--- src/design/sim_pattern_packer_assert.svh ---
// ----------------------------------------------------------------------------
// sim_pattern_packer assertion macros
// shared property wrappers for the pattern packer checks
// ----------------------------------------------------------------------------
`ifndef SIM_PATTERN_PACKER_ASSERT_SVH
`define SIM_PATTERN_PACKER_ASSERT_SVH

// same-cycle implication, checked outside reset
`define SPP_ASSERT_IMP(lbl, ante, cons, msg) \
    lbl: assert property (@(posedge i_clk) disable iff (!i_rst_n) (ante) |-> (cons)) \
        else $error(msg);

// next-cycle implication, checked outside reset
`define SPP_ASSERT_NXT(lbl, ante, cons, msg) \
    lbl: assert property (@(posedge i_clk) disable iff (!i_rst_n) (ante) |=> (cons)) \
        else $error(msg);

`endif

--- src/design/spp_pkg.sv ---
// ----------------------------------------------------------------------------
// spp_pkg
// types and constants shared by the pattern packer modules
// ----------------------------------------------------------------------------
`timescale 1ns / 1ps

package spp_pkg;

    localparam int WORD_BITS   = 32;
    localparam int BIT_W       = 5;
    localparam int VAR_W       = 10;
    localparam int WSEL_W      = 2;
    localparam int LIT_W       = VAR_W + 1;
    localparam int SLOT_W      = 7;
    localparam int BANK_W      = 16;
    localparam int IN_TDATA_W  = 16;
    localparam int OUT_TDATA_W = 96;
    localparam int OB_NEW_BANK = SLOT_W;

    localparam logic [BANK_W-1:0] BANK_MAX = '1;

    typedef enum logic [1:0] {
        ALU_OR   = 2'd0,
        ALU_SET  = 2'd1,
        ALU_FIND = 2'd2
    } t_alu_op;

    typedef struct packed {
        t_alu_op              op;
        logic [WORD_BITS-1:0] a;
        logic [WORD_BITS-1:0] b;
        logic [BIT_W-1:0]     bitpos;
        logic                 set_b;
    } t_alu_req;

    typedef struct packed {
        logic [WORD_BITS-1:0] y_a;
        logic [WORD_BITS-1:0] y_b;
        logic                 zero_found;
        logic [BIT_W-1:0]     zero_pos;
    } t_alu_rsp;

endpackage

--- src/design/spp_alu.sv ---
// ----------------------------------------------------------------------------
// spp_alu
// shared 32-bit word unit: or-merge, bit set, first-zero search
// ----------------------------------------------------------------------------
`timescale 1ns / 1ps

module spp_alu
    import spp_pkg::*;
(
    input  t_alu_req i_req,
    output t_alu_rsp o_rsp
);

    logic [WORD_BITS-1:0] onehot;
    logic [BIT_W-1:0]     zpos;

    always_comb begin
        onehot = '0;
        onehot[i_req.bitpos] = 1'b1;
        // lowest zero wins, so scan from the top down
        zpos = '0;
        for (int i = WORD_BITS - 1; i >= 0; i--) begin
            if (!i_req.a[i]) begin
                zpos = BIT_W'(i);
            end
        end
        o_rsp.zero_found = ~&i_req.a;
        o_rsp.zero_pos   = zpos;
        case (i_req.op)
            ALU_OR: begin
                o_rsp.y_a = i_req.a | i_req.b;
                o_rsp.y_b = i_req.b;
            end
            ALU_SET: begin
                o_rsp.y_a = i_req.a | onehot;
                o_rsp.y_b = i_req.set_b ? (i_req.b | onehot) : i_req.b;
            end
            ALU_FIND: begin
                o_rsp.y_a = i_req.a;
                o_rsp.y_b = i_req.b;
            end
            default: begin
                o_rsp.y_a = i_req.a;
                o_rsp.y_b = i_req.b;
            end
        endcase
    end

endmodule

--- config.mk ---
export PLATFORM = sky130hd
export DESIGN_NAME = spp_alu
export DESIGN_NICKNAME = d
export VERILOG_FILES = /design/src/design/sim_pattern_packer_assert.svh /design/src/design/spp_pkg.sv /design/src/design/spp_alu.sv
export SDC_FILE = /design/constraint.sdc
export NUM_CORES = 1
export LEC_CHECK = 0
export BUFFER_PORTS_ARGS = -buffer_cell sky130_fd_sc_hd__buf_2
export CAP_MARGIN = 20
export CORE_AREA = 4 4 71 73
export DETAILED_ROUTE_END_ITERATION = 16
export DIE_AREA = 0 0 75 77
export PLACE_DENSITY = 0.8
export SYNTH_ARGS = -nofsm -noshare
export SYNTH_HDL_FRONTEND = slang
export SYNTH_SLANG_ARGS = --single-unit
--- constraint.sdc ---
create_clock -name vclk -period 0.9
set_input_delay 0.09 -clock vclk [all_inputs]
set_output_delay 0.09 -clock vclk [all_outputs]
set_load 0.02 [all_outputs]
==> results of run 1 <==
logic make-up after synthesis:
| family | Yosys count |
|---|---|
| AO/OA/AOI/OAI | 122 |
| buffers and inverters | 23 |
| AND/OR/NAND/NOR | 97 |
per-stage QoR:
| stage | setup WS (ns) | utilization (%) | cells | hold slack [ns] |
|---|---|---|---|---|
| 2_1_floorplan | -0.156 | - | 242 | 0.257 |
| 3_3_place_gp | -0.342 | 70.7 | 485 | 0.482 |
| 3_5_place_dp | -0.401 | 70.7 | 485 | 0.485 |
| 4_1_cts | -0.275 | 93.0 | 499 | 0.465 |
repair_timing:
action / CTS
buffers inserted: 15
endpoints found under the hold margin: 0
pin swaps: 79
cloned: 1
hold buffers: 0
endpoints found under the setup margin: 70
resized for setup: 231
==> results.md, run 1 <==
- Outcome: aborted with a tool error
- Stop stage: global routing (5_1_grt)
- Err: [ERROR DPL-0038] Utilization greater than 100%, impossible to legalize
- Worst EP Category: output port
- Synthesized Nets: roughly 310
- Register area share after synthesis: 0%
- Synth cell count leaders: o21bai_1 (42), a21oi_1 (40), nor2b_1 (34), a21o_1 (17), nand2_1 (17)
- Pin count of the biggest net entering global routing: 33
- Mux contribution to synthesized area: 0%
- Io pins: about 140
- Post-GRT worst EP: o_rsp[4]
- Row cnt: 24
- Synth Area in XOR/XNOR: 0%
- Synth top area cells: o21bai_1 (21%), nor2b_1 (14%), a21oi_1 (14%), a21o_1 (8.6%), o21ai_0 (4.7%)
- Port Buffers: approximately 140
- Die outline height: a little under 80 µm
- Yosys warnings: 0
- Synth top area share: a little over a fifth
- Syn avg cell area: between 6 and 7 µm²
- Synthesized area: ~1500 µm²
- DP Area: slightly above 3000 µm²
- Die width: ~75 µm
- Largest family of logic cells by synthesized area: compound AO/OA/AOI/OAI gates
- Leading area contributor after synthesis: o21bai_1
- GPL Wtd Cong: about 0.99
- Post-Synth Adder-Cell Area: 0%
- Synth Area in Simple Gates: between 40 and 50%
- Netlist cell types: 35
- Starting Density: about a third
- Cell with the most instances after synthesis: o21bai_1
- Post-synthesis compound-gate area fraction: between 50 and 60%
- Syn Inst Count: about 240
- Dpl hpwl: 6.36 mm
==> run 2, diff against run 1 <==
--- a/config.mk
+++ b/config.mk
@@ -7,10 +7,10 @@
 export LEC_CHECK = 0
 export BUFFER_PORTS_ARGS = -buffer_cell sky130_fd_sc_hd__buf_2
 export CAP_MARGIN = 20
-export CORE_AREA = 4 4 71 73
+export CORE_AREA = 4 4 76 78
 export DETAILED_ROUTE_END_ITERATION = 16
-export DIE_AREA = 0 0 75 77
-export PLACE_DENSITY = 0.8
+export DIE_AREA = 0 0 80 82
+export PLACE_DENSITY_LB_ADDON = 0.15
 export SYNTH_ARGS = -nofsm -noshare
 export SYNTH_HDL_FRONTEND = slang
 export SYNTH_SLANG_ARGS = --single-unit
==> constraint.sdc (replaced) <==
create_clock -name vclk -period 1.15
set_input_delay 0.115 -clock vclk [all_inputs]
set_output_delay 0.115 -clock vclk [all_outputs]
set_load 0.02 [all_outputs]
==> run 2 against run 1 <==
Effect of this change: the flow now finishes, with violations (setup timing); synthesized area did not move; synthesized cell count did not move.
==> results.md, run 2 <==
- Gr ovfl total: 0
- Die area: around 6600 µm²
- Leading area contributor after synthesis: o21bai_1
- Clock buffers: 0
- Final nets: around 500
- Dpl hpwl: a little over 6 mm
- Final worst-path cycle share: 105%
- Startpoint types: input pin
- Die outline height: about 80 µm
- Die width: 80 µm
- Cell with the most instances after synthesis: o21bai_1
- Initial antenna violation count: 0
- WL per Instance: around 17 µm
- Slew @ Worst Pin: about 0.38 ns
- Synth top area cells: o21bai_1 (21%), nor2b_1 (14%), a21oi_1 (14%), a21o_1 (8.6%), o21ai_0 (4.7%)
- Row cnt: 26
- Fin crit period: 1.21 ns
- Vias per std cell: roughly 5.2
- Core footprint: about 5100 µm²
- Unrepaired setup endpoints after global routing: yes
- Routed wire length: a little over 8 mm
- Register area share after synthesis: 0%
- Synthesized area: around 1500 µm²
- Vias in the first global route: ~2.5k
- Final TNS setup: -0.176 ns
- Most frequent cells in the layout: buf_4 (80), buf_2 (74), buf_6 (40), o21bai_1 (33), nor2b_1 (31)
- Slew Limit Fails: 0
- DR iter-0 viols: 109
- Starting Density: roughly 29%
- Dpl ws: -0.193 ns
- Leading cell type in the layout, fill and taps excluded: buf_4
- First-pass DRT Iterations: 5
- First-pass GRT wire length: ~12 mm
- GRT Total Usage: 22.2%
- Fmax achieved: 826 MHz
- Hold Startpoint: i_req[28]
- Outcome: finished, violations left
- Layout fillers: between 400 and 500
- Ant. Diodes: 0
- WL met1: between 3 and 4 mm
- Critical-path top delay cell: o211ai_1
- Utilization after layout: between 60% and 70%
- Seq_cells: 0
- Ratio of cells with drive above 1 in the final layout: ~64%
- Number of nets with antenna violations after routing: 0
- Yosys warnings: 0
- CP arrival: 1.09 ns
- LEAKAGE: about 0.0016 µW
- Reg area: 0 µm²
- # DRC: 0
- Syn avg cell area: 6.11 µm²
- Slew HR: 74.5%
- Io pins: 142
- Syn Inst Count: between 200 and 250
- Synth top area share: 21.3%
- PwrDens: about 380 nW/µm²
- Routed via count: around 2.6k
- Worst-path cell chain: buf_8, nor2b_1, o21ai_1, a21oi_1, o211ai_1, a21oi_1, buf_4
- Top cell by count, worst path: a21oi_1
- Final Hold Viols: 0
- Synthesized Nets: between 300 and 400
- DR top layer: met4
- Pin count of the biggest net entering global routing: 33
- Met3 WL: slightly below 600 µm
- Setup Crit Path Kind: in2out
- Hold Crit Class: in2out
- Area Overhead vs Synth: 129%
- Worst VDD drop: around 220 µV
- GPL Wtd Cong: around 0.85
- Met2 wire len: around 4.4 mm
- Hold depth: 3
- Setup slack after layout: -0.0599 ns
- Port Buffers: 142
- Failing checks: setup timing
- Synth cell count leaders: o21bai_1 (42), a21oi_1 (40), nor2b_1 (34), a21o_1 (17), nand2_1 (17)
- Crit. End Element: output pin
- Critical Path RT: ~1.0 ns
- Hold Path End: o_rsp[28]
- Setup Viol. Count Final: 4
- Worst-path fanout max: 4
- Max stage delay on crit path: around 0.27 ns
- Netlist cell types: 35
- Number of max-cap violations: 0
==> run 2: cell counts after synthesis <==
Identical to the previous run, type by type.
==> run 2: worst max path at each step <==
| stage | start | endpoint | slack (ns) | cells after the start |
|---|---|---|---|---|
| 2_1_floorplan | i_req[1] | o_rsp[54] | -0.02 | 4 |
| 3_3_place_gp | i_req[41] | o_rsp[4] | -0.17 | 5 |
| 3_5_place_dp | i_req[41] | o_rsp[4] | -0.19 | 5 |
| 4_1_cts | i_req[38] | o_rsp[5] | -0.01 | 5 |
| 5_1_grt | i_req[68] | o_rsp[0] | -0.09 | 7 |
| 6_report | i_req[68] | o_rsp[0] | -0.06 | 7 |
==> run 2: kinds of logic after synthesis <==
kind of cell,synth area share (%)
buf+inv,6.68
simple gates,40.9
compound gates,52.5
==> run 2: stage by stage <==
stage / total power (µW) / area (µm²) / std cells / hold WS [ns]
2_1_floorplan: 530 / 1530 / 242 / 0.370
3_3_place_gp: 1020 / 2660 / 491 / 0.532
3_5_place_dp: 1030 / 2660 / 491 / 0.532
4_1_cts: 1150 / 3010 / 495 / 0.522
5_1_grt: 1390 / 3380 / 500 / 0.550
6_report: 1300 / 3380 / 500 / 0.527
==> run 2: cell type report <==
| class | instances | area, µm² | area share [%] |
|---|---|---|---|
| Timing Repair Buffer | 204 | 1600 | 47.4 |
| Multi-Input combinational cell | 219 | 1670 | 49.3 |
| Tap cell | 70 | 87.6 | 2.59 |
| Inverter | 7 | 26.3 | 0.777 |
==> run 2: where the power goes <==
part / total, µW / switching, µW / internal, µW
Combinational: 1300 / 664 / 636
Sequential: 0 / 0 / 0
Clock: 0 / 0 / 0
==> run 2: worst max-delay path, delay by kind of cell <==
kind | cells | cell delay (ns)
AO/OA/AOI/OAI | 4 | 0.59
AND/OR/NAND/NOR | 1 | 0.12
buffers and inverters | 2 | 0.27
==> run 2: repair_timing <==
item	in CTS	in global routing
setup buffers	5	6
gates cloned	0	1
endpoints found under the setup margin	69	60
pin swaps	30	45
hold buffers	0	0
gates resized for setup	94	93
==> run 2: layer usage <==
metal  GRT usage, %  up-vias
li1               -     1272
met1           27.2     1224
met2           43.2      114
met3           3.29        4
met4          0.169        0
met5              0        -
Note: power is estimated with default switching activity, not from simulation.
