**src/design/sim_pattern_packer_assert.svh**
```systemverilog
// ----------------------------------------------------------------------------
// sim_pattern_packer assertion macros
// shared property wrappers for the pattern packer checks
// ----------------------------------------------------------------------------
`ifndef SIM_PATTERN_PACKER_ASSERT_SVH
`define SIM_PATTERN_PACKER_ASSERT_SVH

// same-cycle implication, checked outside reset
`define SPP_ASSERT_IMP(lbl, ante, cons, msg) \
    lbl: assert property (@(posedge i_clk) disable iff (!i_rst_n) (ante) |-> (cons)) \
        else $error(msg);

// next-cycle implication, checked outside reset
`define SPP_ASSERT_NXT(lbl, ante, cons, msg) \
    lbl: assert property (@(posedge i_clk) disable iff (!i_rst_n) (ante) |=> (cons)) \
        else $error(msg);

`endif

```
**src/design/spp_ram.sv**
```systemverilog
// ----------------------------------------------------------------------------
// spp_ram
// generic single-write, single-read ram with registered read data
// ----------------------------------------------------------------------------
`timescale 1ns / 1ps

module spp_ram #(
    parameter int  WIDTH = 32,
    parameter int  DEPTH = 16,
    localparam int AW    = (DEPTH > 1) ? $clog2(DEPTH) : 1
) (
    input  logic             i_clk,
    input  logic             i_we,
    input  logic [AW-1:0]    i_waddr,
    input  logic [WIDTH-1:0] i_wdata,
    input  logic [AW-1:0]    i_raddr,
    output logic [WIDTH-1:0] o_rdata
);

    logic [WIDTH-1:0] r_mem [DEPTH];
    logic [WIDTH-1:0] r_rdata;

    always_ff @(posedge i_clk) begin
        if (i_we) begin
            r_mem[i_waddr] <= i_wdata;
        end
        r_rdata <= r_mem[i_raddr];
    end

    assign o_rdata = r_rdata;

endmodule

```
**config.mk**
```make
export PLATFORM = sky130hd
export DESIGN_NAME = spp_ram
export DESIGN_NICKNAME = d
export VERILOG_FILES = /design/src/design/sim_pattern_packer_assert.svh /design/src/design/spp_ram.sv
export SDC_FILE = /design/constraint.sdc
export NUM_CORES = 1
export LEC_CHECK = 0
export BUFFER_PORTS_ARGS = -buffer_cell sky130_fd_sc_hd__buf_2
export CORE_MARGIN = 5
export CORE_UTILIZATION = 35
export DETAILED_ROUTE_END_ITERATION = 8
export PLACE_DENSITY_LB_ADDON = 0.05
export SYNTH_ARGS = -nofsm -noshare
export SYNTH_HDL_FRONTEND = slang
export SYNTH_SLANG_ARGS = --single-unit
```
**constraint.sdc**
```tcl
create_clock -name i_clk -period 3.4 [get_ports i_clk]
set_input_delay 0.51 -clock i_clk [delete_from_list [all_inputs] [get_ports i_clk]]
set_output_delay 0.51 -clock i_clk [all_outputs]
set_load 0.05 [all_outputs]
```
## After elaboration in Yosys (flattened, before gate mapping)

Memory sizes are Yosys's and may differ from the RTL's. A register that Yosys moved wholly into a read port is not among the register bits.
Index checks and enable logic that the tools add are counted.

| storage, ports and cells | value |
|---|---|
| register bits after elaboration | 0 |
| bits in writable memories | 512 |
| output and inout port bits | 32 |
| logic and storage cells | 3 |
| memories | 1 |

Memory list:

| name | words | bits a word | rd ports | clocked after Yosys merged registers in | wr ports | line | text |
|---|---|---|---|---|---|---|---|
| r_mem | 16 | 32 | 1 | 1 | 1 | spp_ram.sv:20 | `logic [WIDTH-1:0] r_mem [DEPTH];` |

| cells by class | value |
|---|---|
| multiplexer cells | 2 |

Operators by type and width:

| kind | number |
|---|---|
| $mux 1 | 2 |

## Logic depth before layout (Yosys ltp)

Gate-level depths: netlist of run 1.

| depth | value |
|---|---|
| depth in word-level cells | 2 |
| depth in mapped cells | 5 |
| gate-level depth less buffers | 3 |

## Worst setup path before layout of run 1

No wires, ideal clock.

| timing | value |
|---|---|
| kind | input -> register |
| from | in i_waddr[2] |
| to | mem r_mem[0][0], enable pin |
| arrival | 3228 ps |
| required time | 2939 ps |
| setup slack | -290 ps |
| stages | 2 |
| buffers on the path | 0 |
| path through | or3b_2 -> nor3_1 |

RTL lines:

| what | line | text |
|---|---|---|
| start: declaration | spp_ram.sv:14 | `input logic [AW-1:0] i_waddr,` |
| end: declaration | spp_ram.sv:20 |  |

Straight into the memory's write port.

## Worst setup path after layout of run 1

| timing | value |
|---|---|
| from | reg r_rdata[16] (netlist: o_rdata[16]), read port of r_mem |
| to | out o_rdata[16] |

RTL lines:

| what | line | text |
|---|---|---|
| start: declaration | spp_ram.sv:21 | `logic [WIDTH-1:0] r_rdata;` |
| end: declaration | spp_ram.sv:17 | `output logic [WIDTH-1:0] o_rdata` |

No word-level cell between the ends.

==> results of run 1 <==
-- logic make-up (layout without fill, tap and decap cells) --
kind of cell / Yosys count / in the layout
flip-flops: 544 / 544
multiplexers: 128 / 128
AO/OA/AOI/OAI: 64 / 64
AND/OR/NAND/NOR: 59 / 59
buffers and inverters: 43 / 211
-- power by group through the flow --
stage | logic (mW) | registers, mW | clock network, mW
after global routing | 0.888 | 7.55 | 6.63
after CTS | 0.843 | 7.55 | 6.33
final | 0.821 | 7.54 | 6.15
after floorplan | 0.360 | 7.83 | 0
after global placement | 0.828 | 7.68 | 0
after detailed placement | 0.841 | 7.69 | 0
-- cell usage in the layout, fill, tap and decap left out, types with 2 or more instances in the layout --
| master | instances |
|---|---|
| sky130_fd_sc_hd__clkinvlp_4 | 3 |
| sky130_fd_sc_hd__clkbuf_1 | 10 |
| sky130_fd_sc_hd__mux4_2 | 128 |
| sky130_fd_sc_hd__nand2_1 | 33 |
| sky130_fd_sc_hd__dfxtp_1 | 32 |
| sky130_fd_sc_hd__nor3_2 | 3 |
| sky130_fd_sc_hd__clkbuf_16 | 59 |
| sky130_fd_sc_hd__buf_4 | 21 |
| sky130_fd_sc_hd__buf_2 | 71 |
| sky130_fd_sc_hd__a22oi_1 | 64 |
| sky130_fd_sc_hd__edfxtp_1 | 512 |
| sky130_fd_sc_hd__nor2b_4 | 2 |
| sky130_fd_sc_hd__bufinv_16 | 5 |
| sky130_fd_sc_hd__clkinv_1 | 11 |
| sky130_fd_sc_hd__clkbuf_8 | 6 |
| sky130_fd_sc_hd__nand2b_1 | 2 |
| sky130_fd_sc_hd__buf_12 | 10 |
| sky130_fd_sc_hd__nor2_4 | 13 |
| sky130_fd_sc_hd__nand3b_1 | 2 |
| sky130_fd_sc_hd__clkinv_2 | 13 |
-- state kept, by name, indices dropped and copies added (netlist names) --
| name | flops |
|---|---|
| o_rdata | 32 |
| r_mem | 512 |
-- metal layers --
| layer | routed length (µm) | track usage | vias to the layer above | share of wire |
|---|---|---|---|---|
| li1 | - | - | 3823 | - |
| met4 | 862 | 0.0401 | 6 | 0.019 |
| met2 | 22100 | 0.247 | 172 | 0.48 |
| met1 | 20900 | 0.212 | 4859 | 0.45 |
| met5 | 41 | 0 | - | 0.00089 |
| met3 | 2260 | 0.0340 | 66 | 0.049 |
-- per-stage QoR --
step | utilization | instance area [µm²] | worst slack, ns
global route | 0.414 | 23300 | 1.51
finish | 0.414 | 23300 | 1.57
detailed placement | 0.381 | 21400 | 0.985
floorplan | - | 19900 | 0.0107
CTS | 0.414 | 23300 | 1.54
global placement | 0.381 | 21400 | 0.980
-- worst paths after layout --
kind,startpoint,to,slack [ns],cells past startpoint
worst max-delay path,o_rdata[16],o_rdata[16],1.57,1
worst min-delay path,i_wdata[30],r_mem[10][30],0.28,1
worst max register to register,r_mem[11][16],o_rdata[16],1.99,3
worst min register to register,r_mem[14][26],o_rdata[26],0.65,3
-- layout make-up --
type                       count  area (µm²)  area share
multi-input combinational    251        3760       0.161
timing repair buffer         103         727      0.0312
clock buffer                  74        1580      0.0679
tap                          756         946      0.0406
sequential                   544       16000       0.687
clock inverter                34         297      0.0127
==> run summary, run 1 <==
For the initial antenna violation count, the log shows 3. The run finished with clean final reports. Dividing total power by cell area gives a power density of 622 nW/µm². The logs give 0 for the number of max-capacitance violations reported and 0.424 for the clock share of power.

Across all hold checks on the routed design, the worst slack comes to 0.275 ns. The min-delay analysis places its worst path in the category in -> reg. The total clock buffers created by CTS is 57. The leakage component of the power came out at 7.44 nW.

The multiplexer fraction of the synthesized cell area was 0.145; the synthesized-area fraction occupied by adder cells was 0. The run gives 880 as the post-synthesis net count. Setup repair after global routing left no endpoint under its margin.

In this run the number of H-tree levels came out at 2. Cell internal power was estimated by the tool at 11.4 mW. The logs give 0.520 for the fraction of power consumed by sequential logic and 46200 µm for the final wirelength. For the clock insertion delay at the later pin of the skew report, the log shows 0.61 ns. Synthesis handed over a netlist of 838 instances. The largest stage delay on the critical path is 0.42 ns.

The peak clock frequency supported by timing is 546 MHz, and the combinational share of power is 0.057. The required time at the worst-slack endpoint is 2.89 ns, and the share of the synthesized area in compound gates (AO/OA/AOI/OAI) is 0.0242. The number of buffers and inverters on the critical path is 1, and the distinct cell type count of the synthesized netlist is 18.

The share of synthesized flip-flops with an asynchronous set or reset is 0. The die covers 61600 µm². The proportion of synthesized chip area in sequential cells was 0.807. After the flow finishes, the layout carries non-filler instances totaling 1762. The number of buffers inserted by post-CTS setup repair is 0. Clock-pin slew was measured on the worst setup and hold paths at 0.06 ns. For the normalized max-slew margin, the log shows 0.532. For this run, the number of Yosys warnings is 0. The worst-path maximum fanout came out at 1.

The number of storage elements in the synthesis netlist works out to 544. The average instance in the mapped netlist occupies 23.7 µm². The number of synthesized flops with an enable pin came out at 512.

At the end of routability-driven placement, the weighted congestion stood at 0.696. The fraction of final layout cells with drive strength greater than 1 is 0.337. The synthesized-area fraction occupied by and/or/nand/nor cells works out to 0.0127. The number of placed instances, taps included, is 1654.

The floorplan has 87 rows. The global-route wire length before repair came out at 67500 µm. The tree is rooted in a sky130_fd_sc_hd__clkbuf_16.

Data on the critical path arrives at its endpoint at 1.32 ns. The top-area cell type share of the netlist area was 0.774; the HPWL reported at the end of detailed placement was 24100 µm. Entering global routing, the biggest net connects 90 pins. Post-route clock period utilization: 0.539. For the first-pass iteration count of the detailed router, the log shows 5.

For the number of max-slew violations in the final report, the log shows 0. For this design the total switching power over the nets is 3.09 mW. The synthesized design spends more area on one cell type than any other, namely sky130_fd_sc_hd__edfxtp_1. Ranked by instance count, the synthesized netlist is headed by sky130_fd_sc_hd__edfxtp_1, sky130_fd_sc_hd__mux4_2, sky130_fd_sc_hd__a22oi_1.

Setup violations remaining at the end of the flow were counted as 0. Count of antenna-violating nets left after detailed routing: 0. Relative to the synthesized area, the layout overhead comes to 17.5%.

The clock sink total is 544. Among all flip-flop cells after synthesis, the most frequent one is sky130_fd_sc_hd__edfxtp_1. Total power for the finished layout comes to 14.5 mW. The core region is 56300 µm².

The run gives 0 as the count of hold buffers inserted by post-cts repair. The kind of end point of the critical path was a primary output. Grouping stages by cell kind, the critical path spends the most delay in flip-flops. The peak supply drop is 384 µV.

The number of fill cells came out at 4905. In the post-synthesis netlist, the cell with the most instances is sky130_fd_sc_hd__edfxtp_1. The signal on the critical path passes through buf_2. The wire length per cell after detailed routing was 26.2 µm; the total congestion overflow was 0. The antenna diode instance count is 0. At the pin with the least slew margin, the transition time is 0.702 ns.

On the critical path, the stage with the largest delay is an instance of sky130_fd_sc_hd__dfxtp_1. The worst setup path is of the reg -> out kind. By area the synthesized netlist is led by sky130_fd_sc_hd__edfxtp_1, sky130_fd_sc_hd__mux4_2, sky130_fd_sc_hd__dfxtp_1. The number of gates given a new drive strength after cts was 0. In this run the tool buffered the top-level ports with 73 buffer cells.

The width of the chip was 248 µm. The tools report the critical path startpoint category as a register. The number of vias in the routed layout is 8926.

The switching share of total power was 0.213; the final critical delay including setup and external delays was 1.83 ns. The setup total negative slack was 0 ns; the synthesized cell area was 19900 µm². The count of nets after finishing is 999, and the count of routing violations after the opening detailed-route iteration is 513. After detailed routing, the number of vias per cell comes to 5.07.

For the count of final hold-check violations, the log shows 0. Number of global-route vias before repair: 9708. After detailed routing, the number of remaining DRC violations is 0. The effective utilization at floorplan is 0.353.

For the worst clock skew, the log shows 0.0205 ns. The maximum number of buffers from clock root to sink is 3. In this run the vertical extent of the chip is 248 µm. The share of the synthesized netlist area taken by xor and xnor gates is 0, and the I/O pin count is 74.

Global-route usage over all layers: 0.152. TritonCTS built the clock tree. After synthesis, the largest family of logic cells by area is multiplexers.
(Power assumes the default switching activity.)
==> inputs of run 2 (changes only) <==
==> constraint.sdc (replaced) <==
create_clock -name i_clk -period 1.8 [get_ports i_clk]
set_input_delay 0.27 -clock i_clk [delete_from_list [all_inputs] [get_ports i_clk]]
set_output_delay 0.27 -clock i_clk [all_outputs]
set_load 0.05 [all_outputs]
==> run 2 against run 1 <==
Sequential share of layout area fell by 2.4 points. Non-clock buffer count rose by 42. Final cell count rose by 2.3%. Utilization rose by 1.5 points. Worst hold slack got worse by 0.23 ns. Global-route usage rose by 0.30 points. Combinational power rose by 100%. Total power rose by 94%. Clock skew fell by 0.0072 ns. First-iteration DRC count rose by 19%. Largest cell class unchanged. Largest power group unchanged.
==> run summary, run 2 (synthesis gave the netlist of run 1 again) <==
The count of nets after finishing was 1041 (+4.2%). Non-filler instance count after layout: 1803 (+2.3%). The peak supply drop is 730 µV (+90%), and the width of the chip is 248 µm (unchanged). The run gives 0.60 ns (about the same) as the clock insertion delay at the later pin of the skew report.

The switching power of the nets was 5.83 mW (+89%); the leakage component of the power was 7.82 nW (+5.1%). STA classifies the critical path startpoint as a register. The pin count of the biggest net entering global routing is 39 (-57%). The critical path in this run is classified as reg -> out.

Ranked by flip-flop count, first place goes to r_mem. For the fraction of power consumed by sequential logic, the log shows 0.507 (-0.013). The total clock buffers created by CTS was 57 (unchanged).

The logs give 3 (unchanged) for the maximum number of buffers from clock root to sink and 0 (unchanged) for the count of endpoints failing setup in the final report. The commonest non-fill, non-tap cell in the layout is sky130_fd_sc_hd__edfxtp_1. The tools report the data arrival at the endpoint of the critical path as 1.33 ns (about the same).

The number of vias in the routed layout is 9066 (+1.6%), and the combinational share of power is 0.060 (+0.003). The count of hold buffers inserted by post-cts repair was 3 (+3). The global-route usage over all layers came out at 0.155 (+0.00297). The I/O pin count is 74 (unchanged), and the power per cell area is 1160 nW/µm² (+87%).

Setup total negative slack: 0 ns (unchanged). The worst clock skew was 0.0133 ns (-0.00721 ns); the count of routing violations after the opening detailed-route iteration was 609 (+19%). The logs give 68800 µm (+2.0%) for the global-route wire length before repair and 0 (unchanged) for the total congestion overflow.

The switching share of total power was 0.207 (-0.00550); the worst hold path stage count was 1 (unchanged). The initial antenna violation count is 1 (-2), and the clock share of power is 0.433 (+0.009). The worst hold path belongs to the class in -> reg.

The path with the worst hold slack has its endpoint at r_mem[0][10]. The run gives 0 (unchanged) as the residual DRC count. The tree is rooted in a sky130_fd_sc_hd__clkbuf_16.

Leaving out fill and tap cells, the most frequent cells in the layout are sky130_fd_sc_hd__edfxtp_1, sky130_fd_sc_hd__mux4_2, sky130_fd_sc_hd__buf_2. Antenna diode instance count: 0 (unchanged). The worst-path maximum fanout is 1 (unchanged), and the HPWL reported at the end of detailed placement is 26000 µm (+8.0%). The tools report the effective utilization at floorplan as 0.353 (unchanged). In this run the most critical hold path is launched from i_wdata[10].

The worst setup path is captured at a primary output. The cell row count was 87 (unchanged). The run gives 16000 µm² (unchanged) as the register area. The tools report the internal power consumption as 22.3 mW (+95%). Grouping stages by cell kind, the critical path spends the most delay in flip-flops. The tools report the number of max-capacitance violations reported as 0 (unchanged).

The run gives 0.595 (+0.0624) as the normalized max-slew margin. TritonCTS built the clock tree. Clock slew at the register clock pins of the worst setup and hold paths: 0.06 ns (about the same). The number of instances in the placed design was 1693 (+2.4%); the wire length per cell after detailed routing was 26.1 µm (-0.45%).

The number of max-slew violations in the final report was 0 (unchanged); the die outline height was 248 µm (unchanged). The run finished with clean final reports. The clock sink total was 544 (unchanged).

The minimum setup slack among reg-to-reg paths was 0.43 ns (-1.56 ns). The core area is 56300 µm² (unchanged). The worst reg2reg path depth works out to 3 (unchanged). The largest stage delay on the critical path works out to 0.43 ns (about the same). The worst register-to-register path ends at o_rdata[15]. The tools report the final RePlAce weighted congestion as 0.707 (+1.5%).

The required time at the worst-slack endpoint was 1.53 ns (-1.36 ns); the fraction of final layout cells with drive strength greater than 1 was 0.364 (+0.0269). The critical path's slowest cell is sky130_fd_sc_hd__dfxtp_1. The combined area of the multi-input logic cells is 3780 µm² (+0.57%), and the flip-flop count of the largest register, all copies and words added is 512 (unchanged). The final critical delay including setup and external delays came out at 1.60 ns.

For the count of final hold-check violations, the log shows 0 (unchanged). For this run, the top clock speed supported by timing is 625 MHz. For the number of H-tree levels, the log shows 2 (unchanged). The via-per-instance ratio was 5.03 (-0.74%); the number of gates given a new drive strength after cts was 0 (unchanged). Count of antenna-violating nets left after detailed routing: 0 (unchanged). The run gives 10200 (+4.6%) as the number of global-route vias before repair. Placed instance area: 22200 µm² (+3.3%).

The first-pass iteration count of the detailed router came out at 5 (unchanged). Relative to the synthesized area, the layout overhead comes to 21.7%. Setup repair after global routing left no endpoint under its margin.

The number of buffers inserted by post-CTS setup repair came out at 0 (unchanged). The worst register-to-register path begins at r_mem[10][15]. Area of all placed cells without fillers: 24200 µm² (+3.6%). For the area enclosed by the die boundary, the log shows 61600 µm² (unchanged). The critical path goes through buf_2.

Total design power: 28.1 mW (+94%). The number of buffers and inverters on the critical path is 1 (unchanged), and the final wirelength is 47100 µm (+1.9%). The count of input and output buffers is 73 (unchanged), and the post-route clock period utilization is 0.888. The worst-margin pin slew is 0.608 ns (-0.0935 ns), and the number of fill cells is 4782 (-2.5%).
-- run 2: worst max-delay path by stage --
stage,from,end,slack (ns),cells past startpoint
3_5_place_dp,i_raddr[0],o_rdata[15],-0.03,6
3_3_place_gp,i_raddr[0],o_rdata[15],-0.06,6
4_1_cts,o_rdata[19],o_rdata[19],0.17,1
6_report,o_rdata[19],o_rdata[19],0.20,1
2_1_floorplan,i_waddr[2],r_mem[10][0],-0.50,2
5_1_grt,o_rdata[19],o_rdata[19],0.16,1
-- run 2: power by group through the flow --
stage / combinational (mW) / clock [mW] / sequential (mW)
2_1_floorplan: 0.684 / 0 / 14.8
3_3_place_gp: 1.68 / 0 / 14.5
3_5_place_dp: 1.71 / 0 / 14.5
4_1_cts: 1.72 / 12.5 / 14.3
5_1_grt: 1.80 / 13.1 / 14.3
6_report: 1.67 / 12.2 / 14.2
-- run 2: cell type report --
| cell class | count | share of cell area |
|---|---|---|
| flip-flops and latches | 544 | 0.663 |
| clock buffers | 78 | 0.0661 |
| clock inverters | 29 | 0.0155 |
| well taps | 756 | 0.0391 |
| multi-input cells | 251 | 0.156 |
| repair buffers | 145 | 0.0600 |
-- run 2: metrics by stage --
| stage | worst slack, ns | hold WS [ns] | util |
|---|---|---|---|
| finish | 0.201 | 0.0415 | 0.429 |
| global route | 0.163 | 0.0156 | 0.429 |
| CTS | 0.172 | 0.00166 | 0.429 |
| detailed placement | -0.0319 | 0.651 | 0.394 |
| global placement | -0.0636 | 0.623 | 0.394 |
| floorplan | -0.498 | 0.369 | - |
-- run 2: per-layer routing --
layer  vias up  part of all wire  GRT usage
li1       3895                 -          -
met1      4931              0.45      0.214
met3        75             0.039     0.0307
met4         2             0.018     0.0342
met2       163              0.50      0.260
met5         -           0.00023          0
==> inputs of run 3 (changes only) <==
--- a/config.mk
+++ b/config.mk
@@ -5,11 +5,12 @@
 export SDC_FILE = /design/constraint.sdc
 export NUM_CORES = 1
 export LEC_CHECK = 0
-export BUFFER_PORTS_ARGS = -buffer_cell sky130_fd_sc_hd__buf_2
+export BUFFER_PORTS_ARGS = -buffer_cell sky130_fd_sc_hd__clkbuf_2
 export CORE_MARGIN = 5
 export CORE_UTILIZATION = 35
 export DETAILED_ROUTE_END_ITERATION = 8
 export PLACE_DENSITY_LB_ADDON = 0.05
+export SLEW_MARGIN = 30
 export SYNTH_ARGS = -nofsm -noshare
 export SYNTH_HDL_FRONTEND = slang
 export SYNTH_SLANG_ARGS = --single-unit
==> run 3 against run 2 <==
Maximum frequency decreased by 1.7%. Register-to-register slack is essentially flat. Clock-buffer cell count fell by 1. Sequential cell count stayed put. Via count grew 1.6%. Clock power shrank 4%. Sequential share of layout area increased by 0.17 points. Combinational power hardly changed. Non-clock buffer count fell by 4. Final cell count is 0.17% lower. Critical endpoint unchanged.
==> run summary, run 3 (synthesis gave the netlist of run 1 again) <==
For the number of vias in the routed layout, the log shows 9213 (+1.6%). Utilization after layout: 0.428 (-0.00111). The worst-path maximum fanout came out at 1 (unchanged). The die outline height was 248 µm (unchanged). The count of antenna-violating nets left after detailed routing is 0 (unchanged).

The run gives 1.53 ns (about the same) as the required time at the worst-slack endpoint. The number of instances in the placed design is 1692 (-0.059%). The clock insertion delay at the later pin of the skew report was 0.61 ns (about the same).

Post-route clock period utilization: 0.904 (+0.0153). The count of nets after finishing is 1037 (-0.38%). Setup repair after global routing left no endpoint under its margin. Clock slew at the register clock pins of the worst setup and hold paths: 0.06 ns (about the same). Count of routing violations after the opening detailed-route iteration: 612 (+0.49%). The run gives 664 µV (-9.1%) as the peak supply drop. The worst-margin pin slew works out to 0.509 ns (-0.0992 ns). The area enclosed by the die boundary was 61600 µm² (unchanged).

For the cell row count, the log shows 87 (unchanged). The count of input and output buffers is 73 (unchanged). In the layout the commonest cells are sky130_fd_sc_hd__edfxtp_1, sky130_fd_sc_hd__mux4_2, sky130_fd_sc_hd__clkbuf_2. Traced cell by cell, the critical path runs through clkbuf_2. met2 is the most crowded layer.

The run gives 544 (unchanged) as the clock sink total. The smallest hold slack came out at 0.0745 ns (+0.0331 ns). Among cell families on the critical path, the largest total delay comes from flip-flops.

Met3 capacity usage during global routing: 0.0271 (-0.00354). The tools report the count of final hold-check violations as 0 (unchanged). Largest stage delay on the critical path: 0.44 ns (about the same). The fraction of final layout cells with drive strength greater than 1 works out to 0.359 (-0.00470). The logs give 0.353 (unchanged) for the effective utilization at floorplan and 3 (unchanged) for the maximum number of buffers from clock root to sink. The run gives 27200 µm (+4.4%) as the HPWL reported at the end of detailed placement. The number of buffers inserted by post-CTS setup repair is 0 (unchanged), and the total congestion overflow is 0 (unchanged). The global-route wire length before repair came out at 70900 µm (+3.0%). The run gives 0 (unchanged) as the number of max-capacitance violations reported. The run gives 45 (+15%) as the pin count of the biggest net entering global routing.

For the worst clock skew, the log shows 0.0189 ns (+0.00555 ns). The run gives 0 (unchanged) as the antenna diode instance count. The total clock buffers created by CTS is 57 (unchanged), and the count of hold buffers inserted by post-cts repair is 0 (-3).

For the core area, the log shows 56300 µm² (unchanged). The non-filler instance count after layout is 1800 (-0.17%). First-pass iteration count of the detailed router: 5 (unchanged). The fraction of met2 tracks used by global routing was 0.257 (-0.00282); the I/O pin count was 74 (unchanged). Number of gates given a new drive strength after cts: 0 (unchanged).

The flip-flop count of the largest register, all copies and words added was 512 (unchanged). The run gives 0.161 (+0.00592) as the global-route usage over all layers. The number of max-slew violations in the final report came out at 0 (unchanged). The tools report the kind of end point of the critical path as a primary output. The layout-stage area growth over the synthesis result was 21.4%; the leakage component of the power was 7.79 nW (-0.48%). In this run the worst hold path is classified as in -> reg.

Commonest non-fill, non-tap cell in the layout: sky130_fd_sc_hd__edfxtp_1. The run finished with clean final reports. Peak clock frequency supported by timing: 615 MHz (-1.7%). r_mem holds more flip-flops than any other register. The root cell of the clock tree is sky130_fd_sc_hd__clkbuf_16. STA classifies the critical path startpoint as a register. The logs give 49100 µm (+4.4%) for the final wirelength and 0 (unchanged) for the residual DRC count. The logs give 2 (unchanged) for the number of H-tree levels and 1 (unchanged) for the initial antenna violation count. The final critical delay including setup and external delays works out to 1.63 ns (+0.0275 ns). Number of buffers and inverters on the critical path: 1 (unchanged).

TritonCTS built the clock tree. The width of the chip came out at 248 µm (unchanged). The normalized max-slew margin was 0.661 (+0.0661); the power per cell area was 1150 nW/µm² (-1.4%).

The data arrival at the endpoint of the critical path came out at 1.36 ns (+0.03 ns). The slowest stage of the critical path belongs to the cell sky130_fd_sc_hd__dfxtp_1. The critical path in this run is classified as reg -> out. The logs give 0 (unchanged) for the count of endpoints failing setup in the final report and 10200 (+0.61%) for the number of global-route vias before repair.

The via-per-instance ratio works out to 5.12 (+1.8%). The wire length per cell after detailed routing is 27.3 µm (+4.6%). For the final RePlAce weighted congestion, the log shows 0.696 (-1.5%). The met1 capacity usage during global routing is 0.232 (+0.0181).
==> run 3: cell count changes in the layout (fill, tap and decap cells not counted), moves of 3 or more <==
cell / delta
sky130_fd_sc_hd__bufinv_16: -3
sky130_fd_sc_hd__buf_2: -71
sky130_fd_sc_hd__buf_4: -6
sky130_fd_sc_hd__buf_12: +5
sky130_fd_sc_hd__clkinv_1: +6
sky130_fd_sc_hd__dlygate4sd3_1: -3
sky130_fd_sc_hd__clkbuf_2: +71
==> run 3: path summary, 6_finish.rpt <==
check / start / endpoint / slack, ns / cells after the start
max: o_rdata[19] / o_rdata[19] / 0.17 / 1
min reg2reg: r_mem[12][18] / o_rdata[18] / 0.66 / 3
min: i_wdata[11] / r_mem[5][11] / 0.07 / 1
max reg2reg: r_mem[10][1] / o_rdata[1] / 0.43 / 3
==> run 3: layer usage <==
layer	wire length (µm)	up-vias	part of all wire
li1	-	3892	-
met1	22400	5033	0.46
met2	23400	206	0.48
met3	2190	80	0.045
met4	1120	2	0.023
met5	10	-	0.00020
==> run 3: per-stage QoR <==
step | setup slack (ns) | total power [mW] | area [µm²] | TNS (ns)
final | 0.174 | 27.6 | 24100 | 0
after CTS | 0.125 | 28.1 | 24100 | 0
after floorplan | -0.498 | 15.5 | 19900 | -183.04
after global placement | 0.0278 | 16.2 | 22200 | 0
after global routing | 0.115 | 28.7 | 24100 | 0
after detailed placement | 0.0271 | 16.2 | 22200 | 0
==> run 3: power by group <==
part | internal, mW | total, mW | switching [mW] | leakage [nW]
clock network | 7.00 | 11.7 | 4.69 | 0.935
logic | 0.617 | 1.68 | 1.06 | 1.96
registers | 14.2 | 14.3 | 0.0981 | 4.89
==> run 3: final cells by class <==
cell class                 instances  area, µm²
sequential                       544      16000
timing repair buffer             141       1480
clock inverter                    31        302
multi-input combinational        251       3780
clock buffer                      77       1580
fill                            4871      32200
tap                              756        946
